$ cat config.mk
export PLATFORM = sky130hd
export DESIGN_NAME = smoothed_adc_press_classifier_flat
export DESIGN_NICKNAME = d
export VERILOG_FILES = /design/src/rtl/sapc_pkg.sv /design/src/rtl/sapc_sample_if.sv /design/src/rtl/sapc_result_if.sv /design/src/rtl/sapc_regs.sv /design/src/rtl/sapc_step.sv /design/src/rtl/smoothed_adc_press_classifier.sv /design/src/flat_wrapper.sv
export VERILOG_INCLUDE_DIRS = /design/src /design/src/rtl
export SDC_FILE = /design/constraint.sdc
export NUM_CORES = 1
export LEC_CHECK = 0
export BUFFER_PORTS_ARGS = -buffer_cell sky130_fd_sc_hd__buf_2
export CAP_MARGIN = 10
export CORE_MARGIN = 10
export CORE_UTILIZATION = 60
export CTS_BUF_LIST = sky130_fd_sc_hd__clkbuf_4 sky130_fd_sc_hd__clkbuf_8
export CTS_CLUSTER_SIZE = 25
export DETAILED_ROUTE_END_ITERATION = 6
export PLACE_DENSITY = 0.8
export SETUP_SLACK_MARGIN = 0.1
export SLEW_MARGIN = 20
export SYNTH_ARGS = -nofsm -noshare
export SYNTH_HDL_FRONTEND = slang
export SYNTH_SLANG_ARGS = --single-unit
$ cat constraint.sdc
create_clock -name clk -period 11.3 [get_ports clk]
set_input_delay 3.39 -clock clk [delete_from_list [all_inputs] [get_ports clk]]
set_output_delay 3.39 -clock clk [all_outputs]
set_load 0.02 [all_outputs]
$ cat src/rtl/assert_macros.svh
// ----------------------------------------------------------------------------
// assert_macros.svh
// clocked assertion macros used by the top-level rtl
// ----------------------------------------------------------------------------
`ifndef ASSERT_MACROS_SVH
`define ASSERT_MACROS_SVH

// property checked on every rising edge outside reset
`define SAPC_ASSERT(label, prop, msg) \
    label: assert property (@(posedge clk) disable iff (!rst_n) (prop)) else $error(msg);

// same-cycle implication
`define SAPC_ASSERT_IMP(label, ante, cons, msg) \
    label: assert property (@(posedge clk) disable iff (!rst_n) (ante) |-> (cons)) \
        else $error(msg);

`endif

$ cat src/rtl/sapc_pkg.sv
// ----------------------------------------------------------------------------
// sapc_pkg
// shared widths, codes and types of the smoothed adc press classifier
// ----------------------------------------------------------------------------
package sapc_pkg;

    localparam int SAMPLE_BITS = 10;
    localparam int COUNT_BITS  = 16;
    localparam int SUM_BITS    = SAMPLE_BITS + 4;
    localparam int ADDR_BITS   = 4;
    localparam int DATA_BITS   = 32;

    localparam logic [SAMPLE_BITS-1:0] RELEASE_THRESHOLD_RESET = SAMPLE_BITS'(300);
    localparam logic [SAMPLE_BITS-1:0] PRESS_THRESHOLD_RESET   = SAMPLE_BITS'(700);
    localparam logic [COUNT_BITS-1:0]  LONG_PRESS_COUNT_RESET  = COUNT_BITS'(20);
    localparam logic [COUNT_BITS-1:0]  SHORT_PRESS_COUNT_RESET = COUNT_BITS'(5);
    localparam logic [COUNT_BITS-1:0]  COUNT_MAX               = '1;

    typedef enum logic [1:0] {
        PRESS_NONE  = 2'd0,
        PRESS_SHORT = 2'd1,
        PRESS_LONG  = 2'd2
    } press_t;

    typedef enum logic [1:0] {
        REG_RELEASE_THRESHOLD = 2'd0,
        REG_PRESS_THRESHOLD   = 2'd1,
        REG_LONG_PRESS_COUNT  = 2'd2,
        REG_SHORT_PRESS_COUNT = 2'd3
    } reg_idx_t;

    typedef struct packed {
        logic [SAMPLE_BITS-1:0] release_threshold;
        logic [SAMPLE_BITS-1:0] press_threshold;
        logic [COUNT_BITS-1:0]  long_press_count;
        logic [COUNT_BITS-1:0]  short_press_count;
    } cfg_t;

    typedef struct packed {
        logic [SAMPLE_BITS-1:0] battery_average;
        logic [SAMPLE_BITS-1:0] button_average;
        press_t                 press_event;
        press_t                 press_state;
    } result_t;

endpackage

$ cat src/rtl/sapc_sample_if.sv
// ----------------------------------------------------------------------------
// sapc_sample_if
// valid/ready channel carrying one pair of raw adc samples per transfer
// ----------------------------------------------------------------------------
interface sapc_sample_if
    import sapc_pkg::*;
    ();
    logic                   valid;
    logic                   ready;
    logic [SAMPLE_BITS-1:0] battery_sample;
    logic [SAMPLE_BITS-1:0] button_sample;

    modport source (output valid, output battery_sample, output button_sample, input ready);
    modport sink   (input valid, input battery_sample, input button_sample, output ready);
endinterface

$ cat src/rtl/sapc_result_if.sv
// ----------------------------------------------------------------------------
// sapc_result_if
// valid/ready channel carrying one classification result per transfer
// ----------------------------------------------------------------------------
interface sapc_result_if
    import sapc_pkg::*;
    ();
    logic                   valid;
    logic                   ready;
    logic [SAMPLE_BITS-1:0] battery_average;
    logic [SAMPLE_BITS-1:0] button_average;
    logic [1:0]             press_event;
    logic [1:0]             press_state;

    modport source (output valid, output battery_average, output button_average,
                    output press_event, output press_state, input ready);
    modport sink   (input valid, input battery_average, input button_average,
                    input press_event, input press_state, output ready);
endinterface

$ cat src/rtl/sapc_regs.sv
// ----------------------------------------------------------------------------
// sapc_regs
// apb configuration registers: thresholds and press counts
// ----------------------------------------------------------------------------
module sapc_regs
    import sapc_pkg::*;
(
    input  logic                 clk,
    input  logic                 rst_n,
    input  logic                 psel,
    input  logic                 penable,
    input  logic                 pwrite,
    input  logic [ADDR_BITS-1:0] paddr,
    input  logic [DATA_BITS-1:0] pwdata,
    output logic [DATA_BITS-1:0] prdata,
    output logic                 pready,
    output cfg_t                 cfg
);

    cfg_t     cfg_reg;
    cfg_t     cfg_next;
    reg_idx_t reg_idx;
    logic     write_en;

    assign reg_idx  = reg_idx_t'(paddr[ADDR_BITS-1:2]);
    assign write_en = psel && penable && pwrite;
    assign pready   = 1'b1;
    assign cfg      = cfg_reg;

    always_comb
    begin
        cfg_next = cfg_reg;
        if (write_en)
        begin
            case (reg_idx)
                REG_RELEASE_THRESHOLD: cfg_next.release_threshold = pwdata[SAMPLE_BITS-1:0];
                REG_PRESS_THRESHOLD:   cfg_next.press_threshold   = pwdata[SAMPLE_BITS-1:0];
                REG_LONG_PRESS_COUNT:  cfg_next.long_press_count  = pwdata[COUNT_BITS-1:0];
                REG_SHORT_PRESS_COUNT: cfg_next.short_press_count = pwdata[COUNT_BITS-1:0];
                default:               cfg_next = cfg_reg;
            endcase
        end
    end

    always_comb
    begin
        case (reg_idx)
            REG_RELEASE_THRESHOLD: prdata = DATA_BITS'(cfg_reg.release_threshold);
            REG_PRESS_THRESHOLD:   prdata = DATA_BITS'(cfg_reg.press_threshold);
            REG_LONG_PRESS_COUNT:  prdata = DATA_BITS'(cfg_reg.long_press_count);
            REG_SHORT_PRESS_COUNT: prdata = DATA_BITS'(cfg_reg.short_press_count);
            default:               prdata = '0;
        endcase
    end

    always_ff @(posedge clk or negedge rst_n)
    begin
        if (!rst_n)
        begin
            cfg_reg.release_threshold <= RELEASE_THRESHOLD_RESET;
            cfg_reg.press_threshold   <= PRESS_THRESHOLD_RESET;
            cfg_reg.long_press_count  <= LONG_PRESS_COUNT_RESET;
            cfg_reg.short_press_count <= SHORT_PRESS_COUNT_RESET;
        end
        else
        begin
            cfg_reg <= cfg_next;
        end
    end

endmodule

$ cat src/rtl/sapc_step.sv
// ----------------------------------------------------------------------------
// sapc_step
// filter and press counter state with one registered update per sample pair
// ----------------------------------------------------------------------------
module sapc_step
    import sapc_pkg::*;
(
    input  logic                   clk,
    input  logic                   rst_n,
    input  logic                   step_en,
    input  logic [SAMPLE_BITS-1:0] battery_sample,
    input  logic [SAMPLE_BITS-1:0] button_sample,
    input  cfg_t                   cfg,
    output result_t                result
);

    logic [SAMPLE_BITS-1:0] battery_filter_reg;
    logic [SAMPLE_BITS-1:0] battery_filter_next;
    logic [SAMPLE_BITS-1:0] button_filter_reg;
    logic [SAMPLE_BITS-1:0] button_filter_next;
    logic [COUNT_BITS-1:0]  press_counter_reg;
    logic [COUNT_BITS-1:0]  press_counter_next;
    press_t                 latched_press_reg;
    press_t                 latched_press_next;
    press_t                 press_event;
    logic [SUM_BITS-1:0]    battery_sum;
    logic [SUM_BITS-1:0]    button_sum;
    logic                   released;
    logic                   pressed;

    // avg*15 as avg*16 - avg
    assign battery_sum = SUM_BITS'(battery_sample)
                       + ({battery_filter_reg, 4'b0000} - SUM_BITS'(battery_filter_reg));
    assign button_sum  = SUM_BITS'(button_sample)
                       + ({button_filter_reg, 4'b0000} - SUM_BITS'(button_filter_reg));

    assign battery_filter_next = battery_sum[SUM_BITS-1:4];
    assign button_filter_next  = button_sum[SUM_BITS-1:4];

    assign released = button_filter_next < cfg.release_threshold;
    assign pressed  = button_filter_next > cfg.press_threshold;

    always_comb
    begin
        press_event        = PRESS_NONE;
        press_counter_next = press_counter_reg;
        latched_press_next = latched_press_reg;
        if (released)
        begin
            // long match takes precedence over short
            if (press_counter_reg == cfg.long_press_count)
            begin
                press_event = PRESS_LONG;
            end
            else if (press_counter_reg == cfg.short_press_count)
            begin
                press_event = PRESS_SHORT;
            end
            if (press_event != PRESS_NONE)
            begin
                latched_press_next = press_event;
                press_counter_next = '0;
            end
            else if (press_counter_reg != '0)
            begin
                press_counter_next = press_counter_reg - COUNT_BITS'(1);
            end
        end
        else if (pressed)
        begin
            if (press_counter_reg != COUNT_MAX)
            begin
                press_counter_next = press_counter_reg + COUNT_BITS'(1);
            end
        end
    end

    assign result.battery_average = battery_filter_next;
    assign result.button_average  = button_filter_next;
    assign result.press_event     = press_event;
    assign result.press_state     = latched_press_next;

    always_ff @(posedge clk or negedge rst_n)
    begin
        if (!rst_n)
        begin
            battery_filter_reg <= '0;
            button_filter_reg  <= '0;
            press_counter_reg  <= '0;
            latched_press_reg  <= PRESS_NONE;
        end
        else if (step_en)
        begin
            battery_filter_reg <= battery_filter_next;
            button_filter_reg  <= button_filter_next;
            press_counter_reg  <= press_counter_next;
            latched_press_reg  <= latched_press_next;
        end
    end

endmodule

$ cat src/rtl/smoothed_adc_press_classifier.sv
// ----------------------------------------------------------------------------
// smoothed_adc_press_classifier
// smooths battery and button adc samples and classifies short/long presses
// ----------------------------------------------------------------------------
// usage
//   sample_ch takes one battery/button sample pair per transfer, result_ch
//   gives exactly one result per sample pair, in order: both smoothed
//   averages, the press event of this tick and the latched press state.
//   the apb port holds release/press thresholds and long/short press counts
//   at byte addresses 0, 4, 8, 12; write only while no result is pending.
// timing
//   a sample pair sits in an input register and is processed into the
//   result register once that is empty or being taken by result_ch; the
//   single filter and counter update lies between the two registers. one
//   transfer per cycle is sustained while result_ch.ready stays high.
// reset
//   filters, press counter and latched state clear to zero, the registers
//   take their default values, both channels come up empty.
// stall
//   while result_ch is stalled the input register still takes one more
//   sample pair; sample_ch.ready drops only when both registers are full.
// ----------------------------------------------------------------------------
`include "assert_macros.svh"

module smoothed_adc_press_classifier
    import sapc_pkg::*;
(
    input  logic                 clk,
    input  logic                 rst_n,
    input  logic                 psel,
    input  logic                 penable,
    input  logic                 pwrite,
    input  logic [ADDR_BITS-1:0] paddr,
    input  logic [DATA_BITS-1:0] pwdata,
    output logic [DATA_BITS-1:0] prdata,
    output logic                 pready,
    sapc_sample_if.sink          sample_ch,
    sapc_result_if.source        result_ch
);

    cfg_t                   cfg;
    result_t                step_result;
    logic                   in_valid_reg;
    logic                   in_valid_next;
    logic [SAMPLE_BITS-1:0] in_battery_reg;
    logic [SAMPLE_BITS-1:0] in_button_reg;
    logic                   out_valid_reg;
    logic                   out_valid_next;
    result_t                result_reg;
    logic                   advance;
    logic                   step_en;
    logic                   sample_transfer;

    sapc_regs u_regs (
        .clk     (clk),
        .rst_n   (rst_n),
        .psel    (psel),
        .penable (penable),
        .pwrite  (pwrite),
        .paddr   (paddr),
        .pwdata  (pwdata),
        .prdata  (prdata),
        .pready  (pready),
        .cfg     (cfg)
    );

    sapc_step u_step (
        .clk            (clk),
        .rst_n          (rst_n),
        .step_en        (step_en),
        .battery_sample (in_battery_reg),
        .button_sample  (in_button_reg),
        .cfg            (cfg),
        .result         (step_result)
    );

    assign advance         = !out_valid_reg || result_ch.ready;
    assign step_en         = in_valid_reg && advance;
    assign sample_ch.ready = !in_valid_reg || advance;
    assign sample_transfer = sample_ch.valid && sample_ch.ready;

    assign in_valid_next  = sample_transfer || (in_valid_reg && !step_en);
    assign out_valid_next = step_en || (out_valid_reg && !result_ch.ready);

    always_ff @(posedge clk or negedge rst_n)
    begin
        if (!rst_n)
        begin
            in_valid_reg  <= 1'b0;
            out_valid_reg <= 1'b0;
        end
        else
        begin
            in_valid_reg  <= in_valid_next;
            out_valid_reg <= out_valid_next;
        end
    end

    always_ff @(posedge clk)
    begin
        if (sample_transfer)
        begin
            in_battery_reg <= sample_ch.battery_sample;
            in_button_reg  <= sample_ch.button_sample;
        end
        if (step_en)
        begin
            result_reg <= step_result;
        end
    end

    assign result_ch.valid           = out_valid_reg;
    assign result_ch.battery_average = result_reg.battery_average;
    assign result_ch.button_average  = result_reg.button_average;
    assign result_ch.press_event     = result_reg.press_event;
    assign result_ch.press_state     = result_reg.press_state;

    // a press event is always the state just latched
    `SAPC_ASSERT_IMP(a_event_latched,
        out_valid_reg && result_reg.press_event != PRESS_NONE,
        result_reg.press_state == result_reg.press_event,
        "press event differs from latched state")

    // events only happen on a released button level
    `SAPC_ASSERT_IMP(a_event_released,
        out_valid_reg && result_reg.press_event != PRESS_NONE,
        result_reg.button_average < cfg.release_threshold,
        "press event without release")

    // sample channel only backs up when both registers are full
    `SAPC_ASSERT_IMP(a_stall_full,
        !sample_ch.ready,
        in_valid_reg && out_valid_reg && !result_ch.ready,
        "sample channel stalled with free space")

    // a processed pair always lands in the result register
    `SAPC_ASSERT(a_step_result,
        step_en |=> out_valid_reg,
        "processed sample pair lost")

endmodule
$ cat src/flat_wrapper.sv
// flat-port wrapper written by rule: the top's interface ports become plain ports
module smoothed_adc_press_classifier_flat import sapc_pkg::*;
  (clk, rst_n, psel, penable, pwrite, paddr, pwdata, prdata, pready, sample_ch_valid, sample_ch_battery_sample, sample_ch_button_sample, sample_ch_ready, result_ch_valid, result_ch_battery_average, result_ch_button_average, result_ch_press_event, result_ch_press_state, result_ch_ready);
  sapc_sample_if sample_ch_i ();
  sapc_result_if result_ch_i ();
  input  logic clk;
  input  logic rst_n;
  input  logic psel;
  input  logic penable;
  input  logic pwrite;
  input  logic [ADDR_BITS-1:0] paddr;
  input  logic [DATA_BITS-1:0] pwdata;
  output logic [DATA_BITS-1:0] prdata;
  output logic pready;
  input wire logic [$bits(sample_ch_i.valid)-1:0] sample_ch_valid;
  input wire logic [$bits(sample_ch_i.battery_sample)-1:0] sample_ch_battery_sample;
  input wire logic [$bits(sample_ch_i.button_sample)-1:0] sample_ch_button_sample;
  output wire logic [$bits(sample_ch_i.ready)-1:0] sample_ch_ready;
  output wire logic [$bits(result_ch_i.valid)-1:0] result_ch_valid;
  output wire logic [$bits(result_ch_i.battery_average)-1:0] result_ch_battery_average;
  output wire logic [$bits(result_ch_i.button_average)-1:0] result_ch_button_average;
  output wire logic [$bits(result_ch_i.press_event)-1:0] result_ch_press_event;
  output wire logic [$bits(result_ch_i.press_state)-1:0] result_ch_press_state;
  input wire logic [$bits(result_ch_i.ready)-1:0] result_ch_ready;
  assign sample_ch_i.valid = sample_ch_valid;
  assign sample_ch_i.battery_sample = sample_ch_battery_sample;
  assign sample_ch_i.button_sample = sample_ch_button_sample;
  assign sample_ch_ready = sample_ch_i.ready;
  assign result_ch_valid = result_ch_i.valid;
  assign result_ch_battery_average = result_ch_i.battery_average;
  assign result_ch_button_average = result_ch_i.button_average;
  assign result_ch_press_event = result_ch_i.press_event;
  assign result_ch_press_state = result_ch_i.press_state;
  assign result_ch_i.ready = result_ch_ready;
  smoothed_adc_press_classifier u_core (.clk(clk), .rst_n(rst_n), .psel(psel), .penable(penable), .pwrite(pwrite), .paddr(paddr), .pwdata(pwdata), .prdata(prdata), .pready(pready), .sample_ch(sample_ch_i), .result_ch(result_ch_i));
endmodule
* Word level (Yosys, flattened, before mapping)
Cells that the tools add are included.
W data, S select, Z words.
** Word-level totals
- Flip-flop bits (word level) :: 136
- Bits in latches :: 0
- Memory bits (writable) :: 0
- Memory bits (read-only) :: 0
- Bits of input ports :: 63
- Logic and storage cells :: 66
- Memories :: 0
** Operators by class
- $add $sub $neg :: 6
- $mul :: 0
- Div/mod/pow operators :: 0
- $lt $le $gt $ge :: 2
- Equality and inequality tests :: 7
- Shift operators :: 0
- Muxes and demuxes :: 11
- Bitwise operators :: 0
- Reductions and logical operators :: 24
** Operator list (count)
- $pmux W32 S4 :: 1
- $mux W16 :: 5
- $eq A16 B16 Y1 :: 2
- $add A10 B14 Y14 :: 2
- $sub A14 B10 Y14 :: 2
- $add A16 B1 Y16 const B :: 1
- $ne A16 B16 Y1 const B :: 1
- $reduce_bool A16 Y1 :: 1
- $sub A16 B1 Y16 const B :: 1
- $gt A10 B10 Y1 :: 1
- $lt A10 B10 Y1 :: 1
- $mux W2 :: 4
- $reduce_and A2 Y1 :: 4
- $logic_and A1 B1 Y1 :: 6
- $reduce_bool A2 Y1 :: 3
- $eq A2 B2 Y1 const B :: 2
- $logic_not A1 Y1 :: 4
- $logic_or A1 B1 Y1 :: 4
- $reduce_and A4 Y1 :: 1
- $ne A3 B1 Y1 const B :: 1
- $eq A2 B1 Y1 const B :: 1
- $logic_not A2 Y1 :: 1
- $mux W1 :: 1

* Depth between registers and ports, before layout
- Depth in word-level cells :: 7
- Depth in mapped cells :: 20

* By module
From an unflattened synthesis, not the netlist that was laid out.
** Second synthesis, totals
- Cells, all modules :: 762
- Area total of the unflattened synthesis :: 8365.5 µm²
** By module, submodules not included
- sapc_step :: instances 1, cells an instance 551, area an instance 4410.5 µm², seq. area each 950.9 µm²
- sapc_regs :: instances 1, cells an instance 159, area an instance 2529.9 µm², seq. area each 1318.8 µm²
- smoothed_adc_press_classifier :: instances 1, cells an instance 52, area an instance 1425.1 µm², seq. area each 1371.3 µm²

* Worst setup path before layout
Ideal clock, no wire load.
- Kind :: in2out
- From :: in paddr[3]
- To :: out prdata[8]
- Arrival time :: 4741 ps
- Required time :: 7910 ps
- Path slack :: 3169 ps
- Stages :: 3
- Buffers on the path :: 2
- Cell sequence :: clkbuf_1 clkbuf_1 mux4_2
** On the way
- Word-level cells in the longest chain between the ends :: 2
** Ends and longest elaborated chain
- start, declared :: RTL line flat_wrapper.sv:11 : input logic [ADDR_BITS-1:0] paddr;
- $eq A2 B2 Y1 (tied with other cells) :: RTL line sapc_regs.sv:47 : case (reg_idx)
- $pmux W32 S4 * :: RTL line sapc_regs.sv:47
- end, declared :: RTL line flat_wrapper.sv:13 : output logic [DATA_BITS-1:0] prdata;
Every way passes the cells marked *; elsewhere a longest branch is shown, timed or not. The select of a mux whose other input is x is not followed.

* Worst setup path in the final report
- From :: in paddr[3]
- To :: out prdata[6]
The elaborated chain is that of the path after synthesis.

==> impl_metrics.json <==
{
  "status": "finished, final reports clean",
  "ys_types": 74,
  "rsz0062_at_grt": "false",
  "wl_per_cell_um": 18.9,
  "max_freq_mhz": 125,
  "post_cts_resized": 0,
  "drtAntennaViolNets": 0,
  "finalHoldViolCount": 0,
  "die-width_um": 137,
  "synth_edf_count": 44,
  "arrival_ns": 4.60,
  "synth.area.top_cells": "dfrtp_1 24%, edfxtp_1 16%, ha_1 7.6%",
  "synth_area_leader_cell": "dfrtp_1",
  "seq_area_mm2": 0.00364,
  "setup_viol_count_final": 0,
  "end_kind": "output pin",
  "skew_ns": 0.0107,
  "drt_first_pass_iters": 6,
  "fp.dieH_um": 137,
  "portBuffers": 86,
  "first_global_vias": 6155,
  "num-fill-cells": 998,
  "route.detailed.drc": 0,
  "layout-drive-gt1-share": 0.256,
  "path_clk_slew_ns": 0.07,
  "path_class": "primary input to output pin",
  "fin_crit_ns": 7.99,
  "grt_pass1_wl_um": 30800,
  "synthArstFlopShare": 0.676,
  "critPathLaunchType": "primary input",
  "place_worst_setup_slack_ns": 3.31,
  "fin_tns_setup_ns": 0,
  "drv_slew": 0,
  "routed_via_density": 5.97,
  "synthesis.area_mm2": 0.00822,
  "rr_worst_depth": 18,
  "clkLatencyLatePin_ns": 0.46,
  "cts_buffers": 17,
  "cts_sinks": 136,
  "slew_headroom": 0.291,
  "multi_input_area_mm2": 0.00406,
  "overflow": 0,
  "start_util": 0.616,
  "rows": 42,
  "clk_path_buf_depth": 2,
  "grt_usage": 0.208,
  "hold_depth": 1,
  "yosysWarnings": 0,
  "htreeDepth": 4,
  "synthCells": 751,
  "synth_area_per_cell_um2": 10.9,
  "tightest_slew_ns": 1.06,
  "postRouteWirelength_um": 19200,
  "root_buffer": "clkbuf_8",
  "vias": 6057,
  "cts_tree": "done",
  "io_pins": 122,
  "ys_seq_area_frac": 0.443,
  "drtIter0Drc": 577,
  "holdWs_ns": 0.494,
  "placed_area_mm2": 0.00866,
  "largest_reg_flops": 52,
  "core_mm2": 0.0133,
  "synthFlopType": "dfrtp_1",
  "fin_crit_sh": 0.707,
  "dieArea_mm2": 0.0188,
  "cts_setup_buffers": 0,
  "fin_nets": 949,
  "grt_max_degree": 57,
  "setup_slack_ns": 3.31,
  "globalplace.congestion": 0.912,
  "hpwl_um": 14000,
  "required_ns": 7.91,
  "hold_class": "flop to flop",
  "stdcell_area_mm2": 0.00906,
  "synth_common_cells": "78 x dfrtp_1, 75 x inv_1, 51 x nand2_1",
  "antenna_found_initial": 0,
  "yosysTopAreaCellShare": 0.237,
  "crit_fanout": 20,
  "yosysMostFrequentCell": "dfrtp_1",
  "maxCapViolCount": 0,
  "ys_ff_latch": 136,
  "holdBufCountCts": 0,
  "area_delta_synth_final_pct": 10.2
}
## routing by layer
layer | vias to the layer above | track usage | share of wire
met5 | - | 0 | 0
met4 | 0 | 0.0685 | 0.020
met3 | 37 | 0.0499 | 0.082
met2 | 277 | 0.351 | 0.49
met1 | 2963 | 0.256 | 0.41
li1 | 2780 | - | -
## cell usage in the layout (no fill, tap or decap), drive strengths merged, types with 9 or more instances in the layout
cell    count
xor2       45
nor4       11
nand4      13
inv        76
nand3      17
o21ai      36
mux4       10
ha         50
nor2b       9
nor3       11
nor2       23
a21oi      34
xnor2       9
dfrtp      78
mux2       49
conb       17
edfxtp     44
nand2      53
dfstp      14
buf        89
clkbuf     24
and3       11
fa         12
a21o       12
## logic make-up after synthesis
kind of cell               synth area share
DFF                                   0.443
other                              0.000914
adders and majority gates             0.105
xor gates and xnor gates             0.0575
and+or+nand+nor                       0.113
buffers and inverters                0.0711
muxes                                 0.102
AOI/OAI and AO/OA                     0.107
## layout make-up
cell class,count,share of cell area
repair buffers,89,0.0503
inverters,76,0.0315
multi-input cells,504,0.448
clock buffers,24,0.0330
well taps,176,0.0243
diodes,1,0.000276
clock inverters,8,0.0110
flip-flops and latches,136,0.402
## worst paths after layout
check                                                                from                                             end  slack [ns]
max                                                              paddr[3]                                       prdata[6]        3.31
min                                         u_core.in_valid_reg$_DFF_PN0_                u_core.result_ch.valid$_DFF_PN0_        0.49
max reg2reg                u_core.u_step.button_filter_reg[4]$_DFFE_PN0P_  u_core.u_step.press_counter_reg[5]$_DFFE_PN0P_        5.98
min reg2reg                                 u_core.in_valid_reg$_DFF_PN0_                u_core.result_ch.valid$_DFF_PN0_        0.49
max in group asynchronous                                           rst_n  u_core.u_step.button_filter_reg[4]$_DFFE_PN0P_        7.27
min in group asynchronous                                           rst_n  u_core.u_step.button_filter_reg[1]$_DFFE_PN0P_        2.91
## stage by stage
stage,util,instances
final,0.679,1014
after global routing,0.679,1013
after CTS,0.679,1013
after detailed placement,0.649,981
after global placement,0.649,981
after floorplan,-,766
## critical path, stage by stage
cell and delay, ns:
buf_2 0.40, mux4_2 0.62, buf_2 0.19
Power is left out: the tool's default activity adds up to more than one toggle a clock period on the data nets, which glitch-free logic cannot reach.
